<file path="src/rtl/ilte_pkg.sv">
package ilte_pkg;

	localparam int unsigned DEF_ENTRIES    = 64;
	localparam int unsigned DEF_ENTRY_BITS = 32;

	localparam int unsigned CMD_W    = 2;
	localparam int unsigned POS_W    = 6;
	localparam int unsigned VAL_W    = 32;
	localparam int unsigned STATUS_W = 2;
	localparam int unsigned CAP_W    = 7;

	localparam logic [CAP_W-1:0] CAP_RESET = 7'd64;

	typedef enum logic [CMD_W-1:0] {
		CMD_APPEND = 2'd0,
		CMD_POP    = 2'd1,
		CMD_INSERT = 2'd2,
		CMD_REMOVE = 2'd3
	} cmd_t;

	typedef enum logic [STATUS_W-1:0] {
		STAT_OK    = 2'd0,
		STAT_FULL  = 2'd1,
		STAT_EMPTY = 2'd2,
		STAT_RANGE = 2'd3
	} status_t;

	typedef enum logic [1:0] {
		ST_IDLE,
		ST_SHIFT,
		ST_FINISH
	} state_t;

endpackage

</file>
<file path="src/rtl/indexed_list_table_engine.sv">
// Channel   Direction  Handshake            Payload
// cfg       in         cfg_valid/cfg_ready  cfg_data (capacity limit)
// in        in         in_valid/in_stall    command, position, value_in
// out       out        out_valid/out_stall  status, value_out, count
//
// One request at a time. Append and any rejected request go from acceptance straight to
// the finish state. Pop, insert and remove first pass through the shift state, insert and
// remove with a one-word-per-cycle move through the entry RAM (one read, one write a cycle).
// Reset clears the count and the control state; RAM contents stay undefined.
// A stalled result sits in the output register; the next request is taken meanwhile
// and waits for the output register before it completes.
module indexed_list_table_engine #(
	parameter int unsigned ENTRIES    = ilte_pkg::DEF_ENTRIES,
	parameter int unsigned ENTRY_BITS = ilte_pkg::DEF_ENTRY_BITS
) (
	input  logic                          clk,
	input  logic                          arst_n,
	input  logic                          cfg_valid,
	output logic                          cfg_ready,
	input  logic [ilte_pkg::CAP_W-1:0]    cfg_data,
	input  logic                          in_valid,
	output logic                          in_stall,
	input  logic [ilte_pkg::CMD_W-1:0]    command,
	input  logic [ilte_pkg::POS_W-1:0]    position,
	input  logic [ilte_pkg::VAL_W-1:0]    value_in,
	output logic                          out_valid,
	input  logic                          out_stall,
	output logic [ilte_pkg::STATUS_W-1:0] status,
	output logic [ilte_pkg::VAL_W-1:0]    value_out,
	output logic [ilte_pkg::CAP_W-1:0]    count
);

	import ilte_pkg::*;

	localparam int unsigned AW    = $clog2(ENTRIES);
	localparam int unsigned CW    = $clog2(ENTRIES + 1);
	localparam int unsigned CMPW  = (CW > CAP_W) ? CW : CAP_W;
	localparam int unsigned EXT_W = (ENTRY_BITS > VAL_W) ? ENTRY_BITS : VAL_W;

	state_t state_q, state_d;

	logic [CW-1:0]         count_q;
	logic [CAP_W-1:0]      cap_q;
	cmd_t                  cmd_q;
	logic [AW-1:0]         pos_q;
	logic [ENTRY_BITS-1:0] val_q;
	status_t               status_q;
	logic [ENTRY_BITS-1:0] result_q;
	logic [AW-1:0]         rd_addr_q;
	logic [CW-1:0]         rd_left_q;
	logic                  first_q;
	logic                  pend_q;
	logic                  pend_first_q;
	logic [AW-1:0]         pend_addr_q;

	logic                  out_valid_q;
	status_t               out_status_q;
	logic [VAL_W-1:0]      out_value_q;
	logic [CAP_W-1:0]      out_count_q;

	cmd_t                  cmd_in;
	status_t               req_status;
	logic                  in_acc;
	logic                  needs_shift;
	logic                  is_full;
	logic                  pos_bad;
	logic                  out_load;
	logic [CMPW-1:0]       count_ext;
	logic [CMPW-1:0]       cap_ext;
	logic [CMPW-1:0]       pos_ext;
	logic [EXT_W-1:0]      in_ext;
	logic [EXT_W-1:0]      result_ext;
	logic [ENTRY_BITS-1:0] wval;

	logic                  ram_we;
	logic [AW-1:0]         ram_waddr;
	logic [ENTRY_BITS-1:0] ram_wdata;
	logic                  ram_re;
	logic [AW-1:0]         ram_raddr;
	logic [ENTRY_BITS-1:0] ram_rdata;

	ilte_ram #(
		.WIDTH(ENTRY_BITS),
		.DEPTH(ENTRIES)
	) u_ram (
		.clk  (clk),
		.we   (ram_we),
		.waddr(ram_waddr),
		.wdata(ram_wdata),
		.re   (ram_re),
		.raddr(ram_raddr),
		.rdata(ram_rdata)
	);

	assign cmd_in     = cmd_t'(command);
	assign count_ext  = CMPW'(count_q);
	assign cap_ext    = CMPW'(cap_q);
	assign pos_ext    = CMPW'(position);
	assign in_ext     = EXT_W'(value_in);
	assign wval       = in_ext[ENTRY_BITS-1:0];
	assign result_ext = EXT_W'(result_q);

	assign is_full = (count_ext >= cap_ext) || (count_ext >= CMPW'(ENTRIES));
	assign pos_bad = pos_ext >= count_ext;
	assign in_acc  = in_valid && !in_stall;

	always_comb begin
		unique case (cmd_in)
			CMD_APPEND: req_status = is_full ? STAT_FULL : STAT_OK;
			CMD_POP:    req_status = (count_q == '0) ? STAT_EMPTY : STAT_OK;
			CMD_INSERT: req_status = pos_bad ? STAT_RANGE : (is_full ? STAT_FULL : STAT_OK);
			CMD_REMOVE: req_status = pos_bad ? STAT_RANGE : STAT_OK;
		endcase
	end

	assign needs_shift = (req_status == STAT_OK) && (cmd_in != CMD_APPEND);
	assign out_load    = (state_q == ST_FINISH) && (!out_valid_q || !out_stall);

	// next state
	always_comb begin
		state_d = state_q;
		unique case (state_q)
			ST_IDLE: begin
				if (in_acc) begin
					state_d = needs_shift ? ST_SHIFT : ST_FINISH;
				end
			end
			ST_SHIFT: begin
				if (rd_left_q == '0 && !pend_q) begin
					state_d = ST_FINISH;
				end
			end
			ST_FINISH: begin
				if (out_load) begin
					state_d = ST_IDLE;
				end
			end
			default: state_d = ST_IDLE;
		endcase
	end

	// RAM control and input handshake
	always_comb begin
		in_stall  = (state_q != ST_IDLE);
		ram_we    = 1'b0;
		ram_waddr = '0;
		ram_wdata = ram_rdata;
		ram_re    = 1'b0;
		ram_raddr = rd_addr_q;
		unique case (state_q)
			ST_IDLE: begin
				if (in_acc && cmd_in == CMD_APPEND && req_status == STAT_OK) begin
					ram_we    = 1'b1;
					ram_waddr = AW'(count_q);
					ram_wdata = wval;
				end
			end
			ST_SHIFT: begin
				// word read last cycle moves one slot; the first read of a pop or remove is the result
				if (pend_q && !pend_first_q) begin
					ram_we    = 1'b1;
					ram_waddr = (cmd_q == CMD_INSERT) ? pend_addr_q + AW'(1)
					                                  : pend_addr_q - AW'(1);
				end
				if (rd_left_q != '0) begin
					ram_re = 1'b1;
				end
				if (rd_left_q == '0 && !pend_q && cmd_q == CMD_INSERT) begin
					ram_we    = 1'b1;
					ram_waddr = pos_q;
					ram_wdata = val_q;
				end
			end
			ST_FINISH: begin
			end
			default: begin
			end
		endcase
	end

	always_ff @(posedge clk or negedge arst_n) begin
		if (!arst_n) begin
			state_q     <= ST_IDLE;
			count_q     <= '0;
			cap_q       <= CAP_RESET;
			rd_left_q   <= '0;
			first_q     <= 1'b0;
			pend_q      <= 1'b0;
			out_valid_q <= 1'b0;
		end else begin
			state_q <= state_d;
			if (cfg_valid && cfg_ready) begin
				cap_q <= cfg_data;
			end
			if (out_valid_q && !out_stall) begin
				out_valid_q <= 1'b0;
			end
			if (out_load) begin
				out_valid_q <= 1'b1;
			end
			unique case (state_q)
				ST_IDLE: begin
					pend_q <= 1'b0;
					if (in_acc) begin
						rd_left_q <= '0;
						first_q   <= 1'b0;
						if (req_status == STAT_OK) begin
							unique case (cmd_in)
								CMD_APPEND: count_q <= count_q + CW'(1);
								CMD_INSERT: count_q <= count_q + CW'(1);
								CMD_POP:    count_q <= count_q - CW'(1);
								CMD_REMOVE: count_q <= count_q - CW'(1);
							endcase
						end
						if (needs_shift) begin
							rd_left_q <= (cmd_in == CMD_POP) ? CW'(1)
							                                 : CW'(count_ext - pos_ext);
							first_q   <= (cmd_in == CMD_POP) || (cmd_in == CMD_REMOVE);
						end
					end
				end
				ST_SHIFT: begin
					pend_q <= (rd_left_q != '0);
					if (rd_left_q != '0) begin
						rd_left_q <= rd_left_q - CW'(1);
						first_q   <= 1'b0;
					end
				end
				ST_FINISH: begin
					pend_q <= 1'b0;
				end
				default: begin
					pend_q <= 1'b0;
				end
			endcase
		end
	end

	always_ff @(posedge clk) begin
		if (state_q == ST_IDLE && in_acc) begin
			cmd_q     <= cmd_in;
			pos_q     <= AW'(position);
			val_q     <= wval;
			status_q  <= req_status;
			result_q  <= '0;
			rd_addr_q <= (cmd_in == CMD_REMOVE) ? AW'(position) : AW'(count_q - CW'(1));
		end
		if (state_q == ST_SHIFT) begin
			if (rd_left_q != '0) begin
				pend_addr_q  <= rd_addr_q;
				pend_first_q <= first_q;
				// insert walks down from the tail, remove walks up from the position
				rd_addr_q    <= (cmd_q == CMD_REMOVE) ? rd_addr_q + AW'(1) : rd_addr_q - AW'(1);
			end
			if (pend_q && pend_first_q) begin
				result_q <= ram_rdata;
			end
		end
		if (out_load) begin
			out_status_q <= status_q;
			out_value_q  <= result_ext[VAL_W-1:0];
			out_count_q  <= count_ext[CAP_W-1:0];
		end
	end

	assign cfg_ready = 1'b1;
	assign out_valid = out_valid_q;
	assign status    = out_status_q;
	assign value_out = out_value_q;
	assign count     = out_count_q;

endmodule

</file>
<file path="src/rtl/ilte_ram.sv">
module ilte_ram #(
	parameter int unsigned WIDTH = ilte_pkg::DEF_ENTRY_BITS,
	parameter int unsigned DEPTH = ilte_pkg::DEF_ENTRIES
) (
	input  logic                     clk,
	input  logic                     we,
	input  logic [$clog2(DEPTH)-1:0] waddr,
	input  logic [WIDTH-1:0]         wdata,
	input  logic                     re,
	input  logic [$clog2(DEPTH)-1:0] raddr,
	output logic [WIDTH-1:0]         rdata
);

	logic [WIDTH-1:0] mem_q [DEPTH];
	logic [WIDTH-1:0] rdata_q;

	always_ff @(posedge clk) begin
		if (we) begin
			mem_q[waddr] <= wdata;
		end
		if (re) begin
			rdata_q <= mem_q[raddr];
		end
	end

	assign rdata = rdata_q;

endmodule

</file>
<file path="config.mk">
export PLATFORM = sky130hd
export DESIGN_NAME = indexed_list_table_engine
export DESIGN_NICKNAME = d
export VERILOG_FILES = /design/src/rtl/ilte_pkg.sv /design/src/rtl/indexed_list_table_engine.sv /design/src/rtl/ilte_ram.sv
export SDC_FILE = /design/constraint.sdc
export NUM_CORES = 2
export LEC_CHECK = 0
export ABC_AREA = 1
export BUFFER_PORTS_ARGS = -buffer_cell sky130_fd_sc_hd__buf_2
export CORE_MARGIN = 10
export CORE_UTILIZATION = 57
export CTS_BUF_LIST = sky130_fd_sc_hd__clkbuf_16
export CTS_CLUSTER_SIZE = 28
export DETAILED_ROUTE_END_ITERATION = 6
export PLACE_DENSITY = 0.75
export SLEW_MARGIN = 20
export SYNTH_ARGS = -nofsm -noshare
export SYNTH_HDL_FRONTEND = slang
export SYNTH_SLANG_ARGS = --single-unit
</file>
<file path="constraint.sdc">
create_clock -name clk -period 5.3 [get_ports clk]
set_input_delay 0.265 -clock clk [delete_from_list [all_inputs] [get_ports clk]]
set_output_delay 0.265 -clock clk [all_outputs]
set_load 0.03 [all_outputs]
</file>
After elaboration in Yosys (flattened, before gate mapping) --
Memories as Yosys holds them, arrays and structs flattened. A register that Yosys moved wholly into a read port is not among the register bits. Index checks and enable logic that the tools add are counted.
Word-level totals: register bits after elaboration 154, memory bits (writable) 2048, output and inout bits 44, word-level logic and storage cells 123, memories kept 1
Memory list:
- u_ram.mem_q | depth 64, bits a word 32, rd ports 1, clocked after memory_dff 1, write ports 1, RTL line ilte_ram.sv:14 | logic [WIDTH-1:0] mem_q [DEPTH];
Cells by class: add/sub/neg operators 8, magnitude comparators 3, eq/ne operators 11, muxes and demuxes 47, reduce and logical (&&, ||, !) cells 35
Operators with widths (count):
- 32-bit 2-to-1 mux | 5
- 32-bit case mux with 2 select lines | 1
- 6-bit 2-to-1 mux | 9
- 7-bit 2-to-1 mux | 4
- 7-bit case mux with 2 select lines | 2
- 7-bit zero test | 2
- 1-bit 2-to-1 mux | 14
- 2-bit 2-to-1 mux | 7
- 7-bit by 1-bit subtractor with 7-bit output, second input constant | 2
- 6-bit by 1-bit adder with 6-bit output, second input constant | 2
- 6-bit case mux with 2 select lines | 1
- 6-bit by 1-bit subtractor with 6-bit output, second input constant | 2
- 1-bit logical AND | 11
- 2-bit == test, second input constant | 5
- 3-bit AND reduction | 3
- 2-bit case mux with 4 select lines | 1
- 2-bit nonzero test | 4
- 7-bit by 1-bit adder with 7-bit output, second input constant | 1
- 6-bit by 7-bit >= comparator with 1-bit output | 1
- 7-bit >= comparator | 1
- 7-bit >= comparator, second input constant | 1
- 7-bit nonzero test | 1
- 7-bit by 6-bit subtractor with 7-bit output | 1
- 2-bit zero test | 3
- other kinds (9) | 20

Logic depth before layout (Yosys ltp) --
depth after elaboration 11, depth in mapped cells 16, depth with buffers taken out 16

By module --
From an unflattened synthesis, not the netlist that was laid out.
Unflattened totals: cells, all modules 7680, area, all modules 90993.5 um^2
By module, submodules not included:
- ilte_ram | times used 1, cells each 6769, area an instance 83058.4 um^2, seq. area each 62459.9 um^2
- indexed_list_table_engine | times used 1, cells each 911, area an instance 7935.1 um^2, seq. area each 4115.2 um^2

Worst setup path before layout --
No wires, ideal clock.
path kind register to register, start point register count_q[5] (netlist: count_ext[5]), end point memory u_ram.mem_q[0][27] (netlist bit), data pin, setup time 0.702 ns, data arrival time 4.189 ns, path slack 0.409 ns, stages on the path, launching flop included 11, path buffers 1, cell sequence dfrtp_1 > ha_1 > nand2_1 > nor2_1 > nand4_1 > nand2_2 > nand2_2 > nand4_2 > buf_2 > o21ai_0 > o21ai_0
Between the ends: cells in the longest elaborated chain, start to end 9
RTL lines:
- start, declared | RTL line indexed_list_table_engine.sv:42 | logic [CW-1:0] count_q;
- start signal, assigned | RTL line indexed_list_table_engine.sv:209 | CMD_APPEND: count_q <= count_q + CW'(1);
- start signal, assigned | RTL line indexed_list_table_engine.sv:210 | CMD_INSERT: count_q <= count_q + CW'(1);
- start signal, assigned | RTL line indexed_list_table_engine.sv:211 | CMD_POP: count_q <= count_q - CW'(1);
- 7-bit >= comparator | RTL line indexed_list_table_engine.sv:103 | assign is_full = (count_ext >= cap_ext) || (count_ext >= CMPW'(ENTRIES));
- 1-bit logical OR | RTL line indexed_list_table_engine.sv:103
- 1-bit 2-to-1 mux | RTL line indexed_list_table_engine.sv:109, indexed_list_table_engine.sv:111
- 2-bit 2-to-1 mux | RTL line indexed_list_table_engine.sv:111 | CMD_INSERT: req_status = pos_bad ? STAT_RANGE : (is_full ? STAT_FULL : STAT_OK);
- 2-bit case mux with 4 select lines * | RTL line indexed_list_table_engine.sv:108 | unique case (cmd_in)
- 2-bit zero test * | RTL line indexed_list_table_engine.sv:152 | if (in_acc && cmd_in == CMD_APPEND && req_status == STAT_OK) begin
- 1-bit logical AND * | RTL line indexed_list_table_engine.sv:152
- 32-bit 2-to-1 mux * | RTL line indexed_list_table_engine.sv:152
- 32-bit case mux with 2 select lines * | RTL line indexed_list_table_engine.sv:150 | unique case (state_q)
- net ram_wdata[27] | RTL line indexed_list_table_engine.sv:77 | logic [ENTRY_BITS-1:0] ram_wdata;
- end, declared | RTL line ilte_ram.sv:14
The timed path passes the listed nets; every way through them passes the cells marked *.

Final worst setup path --
start point register count_q[2] (netlist: count_ext[2]), end point memory u_ram.mem_q[2][19] (netlist bit) (enable)
Between the ends: cells in the longest elaborated chain, start to end 11
RTL lines:
- 7-bit >= comparator | RTL line indexed_list_table_engine.sv:103
- 1-bit logical OR | RTL line indexed_list_table_engine.sv:103
- 1-bit 2-to-1 mux | RTL line indexed_list_table_engine.sv:109, indexed_list_table_engine.sv:111
- 2-bit 2-to-1 mux | RTL line indexed_list_table_engine.sv:111
- 2-bit case mux with 4 select lines | RTL line indexed_list_table_engine.sv:108
- 2-bit zero test | RTL line indexed_list_table_engine.sv:152
- 1-bit logical AND | RTL line indexed_list_table_engine.sv:152
- 1-bit 2-to-1 mux | RTL line indexed_list_table_engine.sv:152
- 1-bit case mux with 2 select lines | RTL line indexed_list_table_engine.sv:150
- 1-bit 2-to-1 mux | RTL line ilte_ram.sv:18 | if (we) begin
- 1-bit 2-to-1 mux (implied by the code) | RTL line ilte_ram.sv:19 | mem_q[waddr] <= wdata;
Several ways; a longest one is shown, not always the timed one.

==> out/summary.md <==
Number of enable flip-flop cells after synthesis: 2,170. Clock tree synthesis selected as its root buffer the cell clkbuf_16. The final standard cell utilization of the core is 0.642, and the shortest clock period the worst path allows after layout is 4480 ps.

The worst setup path is launched from a register. In this run the cell area measured after placement is 0.0925 mm². The detailed router placed 60,400 vias in this run.

Once layout is done, the placed cells without fillers occupy 0.100 mm². The simple-gate share of the synthesized area was 0.101; the number of max-capacitance violations reported was 0. The worst ir drop on vdd is 0.385 mV, and the total leakage power is 33.9 nW. The startpoint identified for the worst register-to-register timing path is count_ext[2]. The effective utilization at floorplan is 0.572. The synthesized area per cell was 12.8 µm²; the post-layout instance count excluding filler cells was 9,291. Xor/xnor share of the synthesized area: 0.00206. The final count of hold timing violations came out at 0. On the final layout, the worst hold slack is 160 ps.

The endpoint of the most critical register-to-register path was u_ram.mem_q[2][19]. The worst hold path terminates at val_q[13]. The region available for standard cell placement spans 0.156 mm². The top cell types in the final layout, fill and taps aside, are edfxtp_1, o21ai_0, nor2_1.

The buffers inserted during post-CTS setup optimization is 0, and the final wirelength is 252 mm. TritonCTS built the clock tree. Counting flops and latches in the post-synthesis netlist gives 2,234.

The number of nets handed over by synthesis was 7,071. The cell type with the largest total area after synthesis was edfxtp_1. The portion of netlist area occupied by mux cells is 0.000126. The number of hold buffers added after CTS is 65. The fraction of layout instances using a drive strength above 1 is 0.101, and the horizontal die dimension is 416 µm. The routed design uses 32.3 mm of met3 wire. In this run the vertical extent of the chip is 416 µm. The number of H-tree levels came out at 4. After detailed placement, the design holds a cell count of 8,826. The post-detailed-placement half-perimeter wirelength came out at 142 mm. The run gives 0.746 as the sequential share of the synthesized area.

The post-route fraction of the period consumed by the critical path is 0.846. The startpoint identified for the worst hold timing path is value_in[13]. The worst endpoint data arrival time is 4960 ps. The final layout net count was 7,131; the total of buffers placed on input and output ports was 94. Derived from the worst setup path, the maximum achievable clock frequency is 0.223 GHz.

Setup repair after global routing left no endpoint under its margin. The top cell type's share of synthesized area works out to 0.730. Of all nets on the critical path, the largest fanout is 57. The initial antenna violation count is 9.

The clock reaches the later pin of the worst-skew pair after 860 ps. The tools report the top-level port count as 96. The wire length per cell after detailed routing is 27.2 µm. For this run the aggregate overflow at the end of global routing stands at 0. The number of distinct standard cells referenced by the synthesized netlist came out at 50. In the routed design, unresolved DRC markers number 0. Final setup violation count: 0. The main combinational cell family by area after synthesis was compound AO/OA/AOI/OAI gates. In this run, post-CTS repair resized a total of 0 instances. The number of buffers on the longest clock path was 3; the clock sink count was 2,234. The congestion estimate from routability-driven global placement came to 0.942. The run gives 820 ps as the register-to-register path setup slack. Among all flip-flop cells after synthesis, the most frequent one is edfxtp_1.

Number of search-and-repair iterations in the first detailed-routing pass: 7. After clock tree synthesis, the clock-pin slew on the worst setup and hold paths is 60 ps. The number of slew-limit violations in the final report is 0, and the wire length on met1 is 90.6 mm. Most common cell after layout, fill and taps aside: edfxtp_1.

The flow ran to the end, and the final reports show no timing, DRC or antenna violations. The power density of the placed cells was 341 mW/mm²; the share of the synthesized area in compound gates (AO/OA/AOI/OAI) was 0.118. The worst hold path depth came out at 2. The worst setup path is of the register to register kind. The maximum clock skew at final layout came out at 34.0 ps.

The worst hold-check path type was input pin to register. The worst reg2reg path depth is 13, and the slew of the pin with the lowest slew margin is 1140 ps. Synthesis produced 6,992 cells.

The fraction of registers with async set/reset is 0.0116, and the number of fill cells is 10,900. Summed over all nets, wire length on met2 after detailed routing comes to 115 mm. Maximum number of pins on one net before global-route repair: 190. The run gives 370 mm as the wire length of the first global-routing pass. Signal routing reaches up to met5. The tools report the number of synthesis warnings as 0.

The number of global-route vias before repair came out at 57,700. Counting the buffers created by CTS gives 208. After detailed routing, the number of vias per cell comes to 6.50. The data required time at the worst endpoint was 5770 ps. For the headroom to the max-slew limit, the log shows 0.240. The run gives 10,100 as the DRC violation total after the first TritonRoute iteration. Number of placement rows: 145. The tools report the synthesized cell area as 0.0893 mm². The adder-cell share of the synthesized area is 0.00404, and the total negative slack is 0 ps. The count of nets left with antenna violations once routing finished came out at 0. Relative to the synthesized area, the layout overhead comes to 12.3%. Ranked by total cell area, the synthesized netlist is headed by edfxtp_1, o21ai_0, nor2_1. The worst setup path is captured at a register. The run gives 0.282 as the overall global routing resource usage.

The floorplan step defined a die boundary enclosing 0.173 mm².
-- synthesized netlist by cell type, types with 4 or more instances --
cell	instances
buf_1	38
dfrtp_1	25
nor3_1	4
buf_4	28
nand2_1	557
or2_1	20
nand2_2	11
xor2_1	18
buf_6	17
nand3_2	6
nor2_4	5
nand3_4	7
o21ai_1	54
o21ai_0	1193
a21oi_1	95
ha_1	24
nor2_1	1206
buf_2	137
a31oi_1	5
nor2_2	6
o22ai_1	541
inv_2	14
nand3_1	329
o211ai_1	43
nand4_1	9
edfxtp_1	2170
inv_1	88
or2_0	5
clkbuf_1	264
dfxtp_1	38
-- report_power, final --
part / switching (mW) / leakage (nW) / internal, mW / total, mW
clock network: 6.57 / 3.52 / 8.37 / 14.9
registers: 0.00160 / 20.5 / 19.1 / 19.1
logic: 0.0719 / 9.95 / 0.0670 / 0.139
-- registers in the layout, indices dropped and copies added, names as in the netlist, 2 cells and up --
| signal | count |
|---|---|
| rd_left_q | 7 |
| count | 7 |
| u_ram.rdata | 32 |
| count_ext | 7 |
| state_q | 2 |
| result_ext | 32 |
| u_ram.mem_q | 2048 |
| pos_q | 6 |
| status | 2 |
| cap_ext | 7 |
| status_q | 2 |
| ram_raddr | 6 |
| cmd_q | 2 |
| pend_addr_q | 6 |
| val_q | 32 |
| value_out | 32 |
-- cell type report --
| type | count | area [µm²] | share of cell area |
|---|---|---|---|
| sequential | 2234 | 66600 | 0.665 |
| multi-input combinational | 4169 | 20800 | 0.207 |
| clock buffer | 211 | 5280 | 0.0527 |
| timing repair buffer | 334 | 2950 | 0.0294 |
| tap | 2058 | 2570 | 0.0257 |
| clock inverter | 179 | 1580 | 0.0157 |
| inverter | 105 | 445 | 0.00445 |
| antenna | 1 | 2.50 | 0.0000250 |
-- per-stage QoR --
step,total power [mW],worst slack [ps]
2_1_floorplan,19.5,409
3_3_place_gp,19.5,991
3_5_place_dp,19.5,894
4_1_cts,34.2,892
5_1_grt,34.9,579
6_report,34.1,817
-- layer usage --
metal	vias up	GRT usage
met1	29400	0.378
met4	4	0.149
met3	705	0.0658
met5	-	0
met2	4412	0.433
li1	25900	-
-- worst max-delay path, stage by stage, from the launching register on --
cell and delay, ps:
dfrtp_1 590, ha_1 370, a21oi_1 200, nand2_1 120, nand2_1 70, nand2_1 60, nand2_2 80, nand2_2 90
nand4_2 90, buf_4 480, nor2_1 150, nor2_4 420, nand2_2 390, nor2_4 930
-- cells by family after synthesis --
logic type	Yosys count
flops	2234
simple gates	2178
compound gates	1941
buf+inv	589
fa+ha+maj	27
xor+xnor	21
other cells	1
mux	1
-- worst max path at each step --
| stage | startpoint | to | slack [ps] | cells after the start |
|---|---|---|---|---|
| final | count_ext[2] | u_ram.mem_q[2][19] | 820 | 13 |
| after global routing | count_ext[2] | u_ram.mem_q[48][17] | 580 | 14 |
| after CTS | count_ext[2] | u_ram.mem_q[50][28] | 890 | 13 |
| after detailed placement | count_ext[2] | u_ram.mem_q[48][17] | 890 | 14 |
| after global placement | count_ext[2] | u_ram.mem_q[36][13] | 990 | 13 |
| after floorplan | count_ext[5] | u_ram.mem_q[0][27] | 410 | 10 |
Note: power is estimated with default switching activity, not from simulation.
